[src/rtl/assert_macros.svh]
// Assertion macros used by the back end of the checked ALU.
`ifndef ASSERT_MACROS_SVH
`define ASSERT_MACROS_SVH
`ifndef SYNTHESIS
`define ASSERT_IMPLIES(label, clk, rst_n, ante, cons) \
    label: assert property (@(posedge clk) disable iff (!rst_n) (ante) |-> (cons)) \
        else $error("assertion failed");
`define ASSERT_NEXT(label, clk, rst_n, ante, cons) \
    label: assert property (@(posedge clk) disable iff (!rst_n) (ante) |=> (cons)) \
        else $error("assertion failed");
`else
`define ASSERT_IMPLIES(label, clk, rst_n, ante, cons)
`define ASSERT_NEXT(label, clk, rst_n, ante, cons)
`endif
`endif

[src/rtl/cia_pkg.sv]
// Types and constants shared by the checked ALU modules.
package cia_pkg;
    localparam logic [3:0] OP_ADD = 4'd0;
    localparam logic [3:0] OP_SUB = 4'd1;
    localparam logic [3:0] OP_MUL = 4'd2;
    localparam logic [3:0] OP_DIV = 4'd3;
    localparam logic [3:0] OP_FDIV = 4'd4;
    localparam logic [3:0] OP_MOD = 4'd5;
    localparam logic [3:0] OP_LT = 4'd6;
    localparam logic [3:0] OP_LE = 4'd7;
    localparam logic [3:0] OP_GT = 4'd8;
    localparam logic [3:0] OP_GE = 4'd9;
    localparam logic [3:0] OP_EQ = 4'd10;
    localparam logic [3:0] OP_NE = 4'd11;
    localparam logic [3:0] OP_MIN = 4'd12;
    localparam logic [3:0] OP_MAX = 4'd13;
    localparam logic [3:0] OP_CDIV = 4'd14;
    localparam logic [3:0] OP_NEG = 4'd15;

    localparam logic [1:0] ST_OK = 2'd0;
    localparam logic [1:0] ST_DIVZERO = 2'd1;
    localparam logic [1:0] ST_OVERFLOW = 2'd2;
    localparam logic [1:0] ST_DOMAIN = 2'd3;

    // Work unit that the front end picks for an operation.
    localparam logic [1:0] UNIT_SIMPLE = 2'd0;
    localparam logic [1:0] UNIT_MUL = 2'd1;
    localparam logic [1:0] UNIT_DIV = 2'd2;

    typedef struct packed {
        logic [3:0]  cmd;
        logic [1:0]  unit;
        logic [1:0]  pre_status;
        logic [63:0] pre_value;
        logic        a_neg;
        logic        b_neg;
        logic [63:0] a_mag;
        logic [63:0] b_mag;
    } cia_item_t;
endpackage

[src/rtl/cia_fifo.sv]
// Short queue of classified words between the front and back ends.
module cia_fifo #(
    parameter int DEPTH = 4
) (
    input  logic              clk,
    input  logic              rst_n,
    input  logic              wr_valid,
    output logic              wr_stall,
    input  cia_pkg::cia_item_t wr_item,
    output logic              rd_valid,
    input  logic              rd_stall,
    output cia_pkg::cia_item_t rd_item
);
    import cia_pkg::*;
    localparam int AW = (DEPTH > 1) ? $clog2(DEPTH) : 1;

    cia_item_t   mem [DEPTH];
    logic [AW-1:0] wp_reg;
    logic [AW-1:0] rp_reg;
    logic [AW:0]   cnt_reg;
    logic          push;
    logic          pop;

    assign wr_stall = cnt_reg == (AW+1)'(DEPTH);
    assign rd_valid = cnt_reg != '0;
    assign rd_item = mem[rp_reg];
    assign push = wr_valid && !wr_stall;
    assign pop = rd_valid && !rd_stall;

    always_ff @(posedge clk or negedge rst_n)
    begin
        if (!rst_n)
        begin
            wp_reg <= '0;
            rp_reg <= '0;
            cnt_reg <= '0;
        end
        else
        begin
            if (push)
                wp_reg <= (wp_reg == AW'(DEPTH - 1)) ? '0 : wp_reg + 1'b1;
            if (pop)
                rp_reg <= (rp_reg == AW'(DEPTH - 1)) ? '0 : rp_reg + 1'b1;
            if (push && !pop)
                cnt_reg <= cnt_reg + 1'b1;
            else if (pop && !push)
                cnt_reg <= cnt_reg - 1'b1;
        end
    end

    always_ff @(posedge clk)
    begin
        if (push)
            mem[wp_reg] <= wr_item;
    end
endmodule

[config.mk]
export PLATFORM = sky130hd
export DESIGN_NAME = cia_fifo
export DESIGN_NICKNAME = d
export VERILOG_FILES = /design/src/rtl/assert_macros.svh /design/src/rtl/cia_pkg.sv /design/src/rtl/cia_fifo.sv
export SDC_FILE = /design/constraint.sdc
export NUM_CORES = 1
export LEC_CHECK = 0
export BUFFER_PORTS_ARGS = -buffer_cell sky130_fd_sc_hd__buf_2
export CAP_MARGIN = 20
export CORE_ASPECT_RATIO = 0.5
export CORE_MARGIN = 5
export CORE_UTILIZATION = 57
export DETAILED_ROUTE_END_ITERATION = 7
export HOLD_SLACK_MARGIN = 0.05
export PLACE_DENSITY = 0.79
export SYNTH_ARGS = -nofsm -noshare
export SYNTH_HDL_FRONTEND = slang
export SYNTH_SLANG_ARGS = --single-unit
[constraint.sdc]
create_clock -name clk -period 12.25 [get_ports clk]
set_clock_uncertainty 0.15 [all_clocks]
set_input_delay 1.225 -clock clk [delete_from_list [all_inputs] [get_ports clk]]
set_output_delay 1.225 -clock clk [all_outputs]
set_load 0.01 [all_outputs]
* Word-level counts from Yosys, hierarchy flattened
Memory sizes are Yosys's and may differ from the RTL's.
Cells that the tools add are included.
** Cells by class
- Add/sub/neg operators :: 4
- Equal/unequal tests :: 3
- Reduce and logical (&&, ||, !) cells :: 10
- Multiplexer cells :: 6
** Operators with widths (count)
- 3-bit two-way mux :: 2
- 2-bit by 1-bit adder with 2-bit output, second input constant :: 2
- 2-bit equality test, second input constant :: 2
- 1-bit logical AND :: 4
- 1-bit logical NOT :: 4
- 2-bit two-way mux :: 2
- 3-bit by 1-bit adder with 3-bit output, second input constant :: 1
- 3-bit equality test, second input constant :: 1
- 3-bit nonzero test :: 1
- 3-bit by 1-bit subtractor with 3-bit output, second input constant :: 1
- 1-bit two-way mux :: 2
- 2-bit nonzero test :: 1
** Word-level totals
- Memories kept :: 1
- RAM bits :: 808
- Logic and storage cells :: 27
- Bits of input ports :: 206
- Register bits :: 7
- Output and inout bits :: 204
** Memories
- mem :: depth 4, bits a word 202, rd ports 1, clocked after Yosys merged registers in 0, write ports 1, line cia_fifo.sv:17 : cia_item_t mem [DEPTH];

* Depth between registers and ports, before layout
Gate-level depths: netlist (run 1).
- Depth in word-level cells :: 7
- Mapped depth :: 9
- Mapped depth without buffers :: 9

* Least setup slack after synthesis (run 1)
OpenSTA, ideal clock, no wires.
- Path type :: input to register
- Start :: in wr_valid
- End :: mem mem[3][0] in the netlist's numbering, enable pin
- Library setup time :: 772 ps
- Path buffers :: 0
- Stages on the path :: 2
- Arrival :: 9730 ps
- Setup slack :: 1598 ps
- Data required time :: 11328 ps
- Path through :: nand2_1 nor2_1
** Between the ends
- Word-level cells in the longest chain between the ends :: 3
** RTL lines
- start, declared :: line cia_fifo.sv:7 : input logic wr_valid,
- 1-bit logical AND :: line cia_fifo.sv:27 : assign push = wr_valid && !wr_stall;
- 1-bit two-way mux :: line cia_fifo.sv:53 : if (push)
- 1-bit two-way mux (not written as such) :: line cia_fifo.sv:54 : mem[wp_reg] <= wr_item;
- end, declared :: line cia_fifo.sv:17
Every way passes these cells.

==> results.toml, run 1 <==
[clock_network]
clk_latency_ns = 0.60
cts_resized = 0
postCtsSetupRepairBufs = 0
cts_buffers = 70
cts-root-buf = "clkbuf_16"
cts.path.max_buffers = 3
tritoncts = "built"
cts_num_sinks = 815
h-tree-depth = 3
clk_pin_slew_ns = 0.07
hold_buffers = 0

[sta]
rsz0062_at_grt = "false"
setup_viol = 0
fin_ws_ns = 6.67
tns_ns = 0
min_period_over_period = 0.456
worst_pin_slew_ns = 1.13
slew_violations = 0
fmax_ghz = 0.179
whs_ns = 0.304
hold_viol = 0
relSlewSlack = 0.247
period_minus_slack_ns = 5.58

[routing]
wl_per_cell_um = 28.0
drtIter0Drc = 1209
met3_length_mm = 2.99
firstDrtPassIters = 5
vias = 13700
ant_nets = 0
drcViolationCount = 0
wl_met2_mm = 37.1
avgViaCountPerCell = 5.91
highest_layer = "met4"
routed_wl_mm = 64.9
wl_met1_mm = 21.7

[yosys]
synthMuxAreaShare = 0.156
postSynthCellCount = 1094
ys_seq_area_frac = 0.826
synth.distinct_cells = 20
yosysWarningCount = 0
synth_compound_area_frac = 0
yosys.area_share.xor_xnor = 0.000888
ys_seq_elements = 815
syn-cell-area_sq_mm = 0.0296
syn_nets = 1307
synth-adder-area-share = 0.00321
avgSynthCellArea_sq_um = 27.1
synth-simple-area-share = 0.00258
synth_top_family_by_area = "multiplexers"

[global_route]
antenna_found_initial = 21
grt_max_degree = 147
grt_pass1_wl_mm = 90.8
grt.overflow.total = 0
grt_usage = 0.214
grt_pass1_vias = 14500

[worst_setup_path]
rr_startpoint = "cnt_reg[2]"
required_ns = 10.88
critPathCapture = "rd_item[130]"
endpoint_kind = "output pin"
worstSetupPathType = "reg2out"
r2r_cells = 5
r2r_end = "mem[1][66]"
critPathSlowestCell = "dfrtp_4"
cp-startpoint = "rp_reg[1]"
worstPathArrival_ns = 4.21
critical_path_depth = 4
worstPathCellList = "buf_4 -> buf_4 -> mux4_2 -> buf_2"
worstSetupStartpointType = "flop"
rrSetupSlack_ns = 8.42
crit_fanout = 76
crit_top_cell = "buf_4"
cp_slowest_stage_delay_ns = 1.15
critPathTopFamily = "buffers and inverters"
critPathBufInv = 3

[pwr]
vdd_drop_max_uv = 189
power_mw = 8.43
leakagePower_nw = 11.6
powerDensity_mw_per_mm2 = 244

[floorplanning]
ios = 410
coreArea_sq_mm = 0.0517
fp.dieW_um = 332
die_area_sq_mm = 0.0569
rows = 59
fp.dieH_um = 171
start_util = 0.573

[cells_and_area]
syn2layout_area_growth_pct = 16.6
nNetsFinal = 1755
fin_area_sq_mm = 0.0345
layout-drive-gt1-share = 0.455
fin_util = 0.668
final_cells = 2318
largest_register_ffs = 808
final_cell_mix = "edfxtp_1 (808), buf_2 (409), mux4_2 (202), clkbuf_16 (72), clkinv_1 (19)"
final_common_cell = "edfxtp_1"

[placement]
portBuffers = 409
dpl-instance-area_sq_mm = 0.0323
dp_hpwl_mm = 37.8
pre_cts_slack_ns = 7.25
dp_cells = 2171
gp_congestion = 0.764

[run_status]
status = "completed"

[worst_hold_path]
min_path_type = "in2async"

[run]
drv_cap = 0
## Yosys cell counts
| cell type | count | share of area |
|---|---|---|
| nor2b_1 | 1 | 0.00021 |
| buf_2 | 23 | 0.0039 |
| mux4_2 | 202 | 0.15 |
| xor2_1 | 2 | 0.00059 |
| ha_1 | 6 | 0.0025 |
| nand2_1 | 1 | 0.00013 |
| or3_1 | 1 | 0.00021 |
| buf_6 | 19 | 0.0072 |
| clkbuf_1 | 4 | 0.00051 |
| nor3b_2 | 1 | 0.00042 |
| xnor2_1 | 1 | 0.00030 |
| mux2_2 | 3 | 0.0011 |
| edfxtp_1 | 808 | 0.82 |
| mux2_1 | 2 | 0.00076 |
| and2_1 | 3 | 0.00063 |
| nor2_1 | 4 | 0.00051 |
| nor2b_4 | 1 | 0.00046 |
| fa_1 | 1 | 0.00068 |
| inv_1 | 4 | 0.00051 |
| dfrtp_1 | 7 | 0.0059 |
## metal layers
layer / track usage / up-vias
met2: 0.397 / 569
met5: 0 / -
met3: 0.0357 / 175
met4: 0.102 / 0
li1: - / 5685
met1: 0.248 / 7259
## how the worst min path moves through the flow
stage,startpoint,endpoint,cells past startpoint
floorplan,cnt_reg[2],cnt_reg[2],1
global placement,cnt_reg[2],cnt_reg[2],1
detailed placement,cnt_reg[2],cnt_reg[2],1
CTS,rst_n,cnt_reg[1],1
global route,rst_n,cnt_reg[1],1
finish,rst_n,cnt_reg[1],1
## kinds of logic (layout without fill, tap and decap cells)
family / after synthesis / count (layout)
XOR/XNOR: 3 / 3
adder cells (fa/ha/maj): 7 / 7
buffers and inverters: 50 / 549
flip-flops: 815 / 815
multiplexers: 207 / 207
other: 0 / 24
AND/OR/NAND/NOR: 12 / 12
## report_power, final
part           total, mW  switching (mW)  internal [mW]  leakage, nW
combinational       2.43            1.35           1.07         3.10
sequential          3.91           0.225           3.69         7.48
clock               2.09           0.966           1.12         1.02
total               8.43            2.55           5.88         11.6
## area by class of cell
class | instances | area, sq um
Antenna cell | 24 | 60.1
Clock buffer | 86 | 1850
Clock inverter | 37 | 253
Fill cell | 3212 | 17200
Inverter | 4 | 15.0
Multi-Input combinational cell | 229 | 4820
Sequential cell | 815 | 24400
Tap cell | 701 | 877
Timing Repair Buffer | 422 | 2180
No activity file was read; power rests on OpenSTA's default activity.
==> run 2, diff against run 1 <==
clock period = 5.2 ns   (was 12.25 ns; I/O delays follow)
==> results.toml, run 2 (synthesis gave the netlist of run 1 again) <==
[worst_setup_path]
worstPathCellList = "buf_4 -> mux4_2 -> buf_2"
worstSetupStartpointType = "flop"
worstSetupPathType = "reg2out"
critPathTopFamily = "flip-flops"
worstPathArrival_ns = 2.92
rr_startpoint = "cnt_reg[2]"
rrSetupSlack_ns = 2.37
required_ns = 4.53
critical_path_depth = 3
crit_fanout = 35
critPathSlowestCell = "dfrtp_4"
endpoint_kind = "output pin"
r2r_end = "mem[1][63]"
cp_slowest_stage_delay_ns = 0.93
r2r_cells = 4
critPathBufInv = 2

[floorplanning]
fp.dieW_um = 332
rows = 59
die_area_sq_mm = 0.0569
start_util = 0.573
ios = 410
fp.dieH_um = 171
coreArea_sq_mm = 0.0517

[placement]
gp_congestion = 0.805
portBuffers = 409
dpl-instance-area_sq_mm = 0.0325
dp_hpwl_mm = 38.6

[pwr]
powerDensity_mw_per_mm2 = 554
vdd_drop_max_uv = 355
leakagePower_nw = 12.6
power_mw = 20.4

[sta]
min_period_over_period = 0.691
worst_pin_slew_ns = 0.880
whs_ns = 0.202
period_minus_slack_ns = 3.59
setup_viol = 0
tns_ns = 0
slew_violations = 0
relSlewSlack = 0.412
rsz0062_at_grt = "false"
fmax_ghz = 0.278
hold_viol = 0

[worst_hold_path]
hold_path_depth = 3
worstHoldStart = "rd_stall"
min_path_type = "in2reg"
hold_end = "rp_reg[0]"

[cells_and_area]
largest_register_ffs = 808
final_cell_mix = "edfxtp_1 (808), buf_2 (409), dlygate4sd3_1 (203), mux4_2 (202), clkbuf_16 (70)"
syn2layout_area_growth_pct = 24.1
layout-drive-gt1-share = 0.413
fin_area_sq_mm = 0.0367
final_common_cell = "edfxtp_1"
nNetsFinal = 1965

[clock_network]
clk_latency_ns = 0.57
cts_buffers = 68
cts.path.max_buffers = 3
tritoncts = "built"
cts_resized = 0
clk_pin_slew_ns = 0.07
h-tree-depth = 3
postCtsSetupRepairBufs = 0
cts-root-buf = "clkbuf_16"
cts_num_sinks = 815

[routing]
vias = 14700
drtIter0Drc = 1437
wl_per_cell_um = 27.5
drcViolationCount = 0
firstDrtPassIters = 5
avgViaCountPerCell = 5.85
routed_wl_mm = 69.2
ant_nets = 0

[global_route]
grt.overflow.total = 0
grt_pass1_wl_mm = 101
grt_max_degree = 119
antenna_found_initial = 10
grt_pass1_vias = 15900
grt_usage = 0.241

[run]
drv_cap = 0

[run_status]
status = "completed"
[run 2: through the flow]
step / std cells / utilization / setup WS [ns]
final: 2511 / 0.711 / 1.61
after global routing: 2511 / 0.711 / 1.35
after CTS: 2501 / 0.710 / 1.53
after detailed placement: 2180 / 0.629 / 2.14
after global placement: 2180 / 0.629 / 2.21
after floorplan: 1094 / - / 1.02
[run 2: worst max path at each step]
stage              start      endpoint
6_report       rp_reg[0]   rd_item[19]
5_1_grt        rp_reg[0]  rd_item[139]
4_1_cts        rp_reg[0]  rd_item[131]
3_5_place_dp   rp_reg[0]  rd_item[131]
3_3_place_gp   rp_reg[0]  rd_item[101]
2_1_floorplan  wp_reg[0]     mem[3][0]
[run 2: final cells by class]
cell class,count,area [sq um]
well taps,701,877
diodes,10,25.0
inverters,4,15.0
multi-input cells,229,4820
fillers,2909,15000
repair buffers,634,4360
flip-flops and latches,815,24400
clock inverters,39,398
clock buffers,79,1790
[run 2: where the power goes]
part	switching, mW	total [mW]	internal [mW]
combinational	3.40	6.09	2.69
clock	2.29	5.12	2.83
sequential	0.480	9.15	8.67
total	6.17	20.4	14.2
[run 2: layer usage]
metal | vias up | wire [um] | GRT usage
li1 | 6085 | - | -
met1 | 7718 | 23100 | 0.276
met2 | 683 | 38900 | 0.444
met3 | 203 | 3170 | 0.0391
met4 | 0 | 3960 | 0.132
met5 | - | 0 | 0
[run 2: tightest hold or removal path: cells and delay by family]
kind,cells,cell delay [ns]
buffers and inverters,1,0.10
muxes,1,0.22
and+or+nand+nor,1,0.05
[run 2: timing repair]
action                                  in CTS  in global routing
endpoints found under the setup margin       0                  0
hold buffers                               203                  0
hold endpoints to repair                   815                  0
==> run 3, diff against run 2 <==
ABC_AREA = 1   (was unset)
CORE_UTILIZATION = 58   (was 57)
PLACE_DENSITY = 0.8   (was 0.79)
clock period = 3.42 ns   (was 5.2 ns; I/O delays follow)
==> results.toml, run 3 <==
[cells_and_area]
fillers = 3318
layout-drive-gt1-share = 0.180
final_cell_mix = "edfxtp_1 (808), nand2_1 (620), inv_1 (419), buf_2 (409), o211ai_1 (404)"
largest_register_ffs = 808
nNetsFinal = 3225
final_common_cell = "edfxtp_1"
syn2layout_area_growth_pct = 20.8

[routing]
firstDrtPassIters = 6
ant_nets = 0
wl_met1_mm = 26.5
wl_per_cell_um = 19.5
met3_length_mm = 3.24
drtIter0Drc = 1659
routed_wl_mm = 74.7
wl_met2_mm = 40.9
highest_layer = "met4"
avgViaCountPerCell = 5.43
vias = 20800
drcViolationCount = 0

[sta]
slew_violations = 0
rsz0062_at_grt = "false"
setup_viol = 0
hold_viol = 0
fin_ws_ns = 0.374
whs_ns = 0.330
period_minus_slack_ns = 3.05
tns_ns = 0
fmax_ghz = 0.328
min_period_over_period = 0.891
relSlewSlack = 0.355
worst_pin_slew_ns = 0.968

[worst_setup_path]
r2r_end = "mem[0][97]"
endpoint_kind = "output pin"
critPathCapture = "rd_item[136]"
critPathSlowestCell = "dfrtp_4"
r2r_cells = 5
rrSetupSlack_ns = 1.16
required_ns = 2.93
cp_slowest_stage_delay_ns = 0.79
worstSetupPathType = "reg2out"
rr_startpoint = "cnt_reg[0]"
worstSetupStartpointType = "flop"
cp-startpoint = "rp_reg[0]"
worstPathArrival_ns = 2.55
crit_fanout = 136
crit_top_cell = "nand2_1"
worstPathCellList = "buf_12 -> nand2_1 -> o211ai_1 -> nand2_1 -> buf_2"

[yosys]
ys_seq_area_frac = 0.748
ys_seq_elements = 815
synth_top_area_frac = 0.742
synthArstFlopShare = 0.00859
avgSynthCellArea_sq_um = 13.5
synth.distinct_cells = 17
ys.flop_type = "edfxtp_1"
yosysMostFrequentCell = "edfxtp_1"
yosys.area.top_type = "edfxtp_1"
synth_commonest_cells = "edfxtp_1 (808), nand2_1 (621), inv_1 (419)"
syn-cell-area_sq_mm = 0.0327
syn_nets = 2631
synth_edf_count = 808
synth.top_cells.by_area = "edfxtp_1 (74%), o211ai_1 (9.3%), nand2_1 (7.1%)"
yosysWarningCount = 0
postSynthCellCount = 2418

[worst_hold_path]
min_path_type = "in2reg"

[clock_network]
h-tree-depth = 3
tritoncts = "built"
cts_buffers = 71
clk_latency_ns = 0.60
cts.path.max_buffers = 3
hold_buffers = 206
cts_num_sinks = 815
postCtsSetupRepairBufs = 0
cts-root-buf = "clkbuf_16"
cts_resized = 0
clk_pin_slew_ns = 0.06

[floorplanning]
rows = 61
fp.dieH_um = 178
ios = 410
coreArea_sq_mm = 0.0556
start_util = 0.587
die_area_sq_mm = 0.0615
fp.dieW_um = 346

[placement]
dp_hpwl_mm = 40.9
portBuffers = 409
gp_congestion = 0.768
pre_cts_slack_ns = 1.08

[pwr]
leakagePower_nw = 15.6
vdd_drop_max_uv = 724
powerDensity_mw_per_mm2 = 829

[global_route]
grt_usage = 0.238
grt_pass1_wl_mm = 114
grt.overflow.total = 0
antenna_found_initial = 8
grt_max_degree = 139
grt_pass1_vias = 21200

[run_status]
status = "completed"

[run]
drv_cap = 0
==> run 3: power by group <==
group | total, mW | switching, mW | internal, mW
clock | 7.73 | 3.55 | 4.17
sequential | 13.6 | 0.536 | 13.1
combinational | 11.4 | 7.64 | 3.73
==> run 3: area by class of cell <==
class	instances	area, sq um	area share
sequential	815	24400	0.619
multi-input combinational	1048	5580	0.141
timing repair buffer	656	4700	0.119
clock buffer	85	1830	0.0463
inverter	420	1580	0.0401
tap	756	946	0.0240
clock inverter	43	359	0.00910
antenna	9	22.5	0.000571
==> run 3: how the worst min path moves through the flow <==
stage	cells after the start	startpoint	slack [ns]	end
floorplan	0	rst_n	-0.10	cnt_reg[0]
global placement	1	rst_n	0.04	wp_reg[0]
detailed placement	1	rst_n	0.05	wp_reg[0]
CTS	2	wr_item[137]	0.30	mem[2][137]
global route	2	wr_item[166]	0.32	mem[1][166]
finish	2	wr_item[133]	0.33	mem[3][133]
==> run 3: critical path: cells and delay by family, from the launching register on <==
| kind | cells | cell delay, ns |
|---|---|---|
| flops | 1 | 0.79 |
| buf+inv | 2 | 0.62 |
| compound gates | 1 | 0.14 |
| simple gates | 2 | 0.25 |
==> run 3: cell families after synthesis <==
| kind of cell | count (synthesis) | share of synthesized area |
|---|---|---|
| flops | 815 | 0.748 |
| simple gates | 635 | 0.0733 |
| buf+inv | 555 | 0.0828 |
| compound gates | 405 | 0.0930 |
| fa+ha+maj | 7 | 0.00291 |
| xor+xnor | 1 | 0.000268 |
==> run 3: metal layers <==
metal  up-vias  global-route usage
li1       9642                   -
met1     10200               0.260
met2       729               0.455
met3       232              0.0351
met4         0               0.126
met5         -                   0
==> run 3: stage by stage <==
stage                     instances  instance area [sq um]  utilization  total power, mW
after floorplan                2418                  32700            -             21.2
after global placement         3489                  35200        0.633             24.4
after detailed placement       3489                  35200        0.633             24.8
after CTS                      3823                  39400        0.709             32.6
after global routing           3831                  39500        0.709             34.3
final                          3832                  39500        0.709             32.7
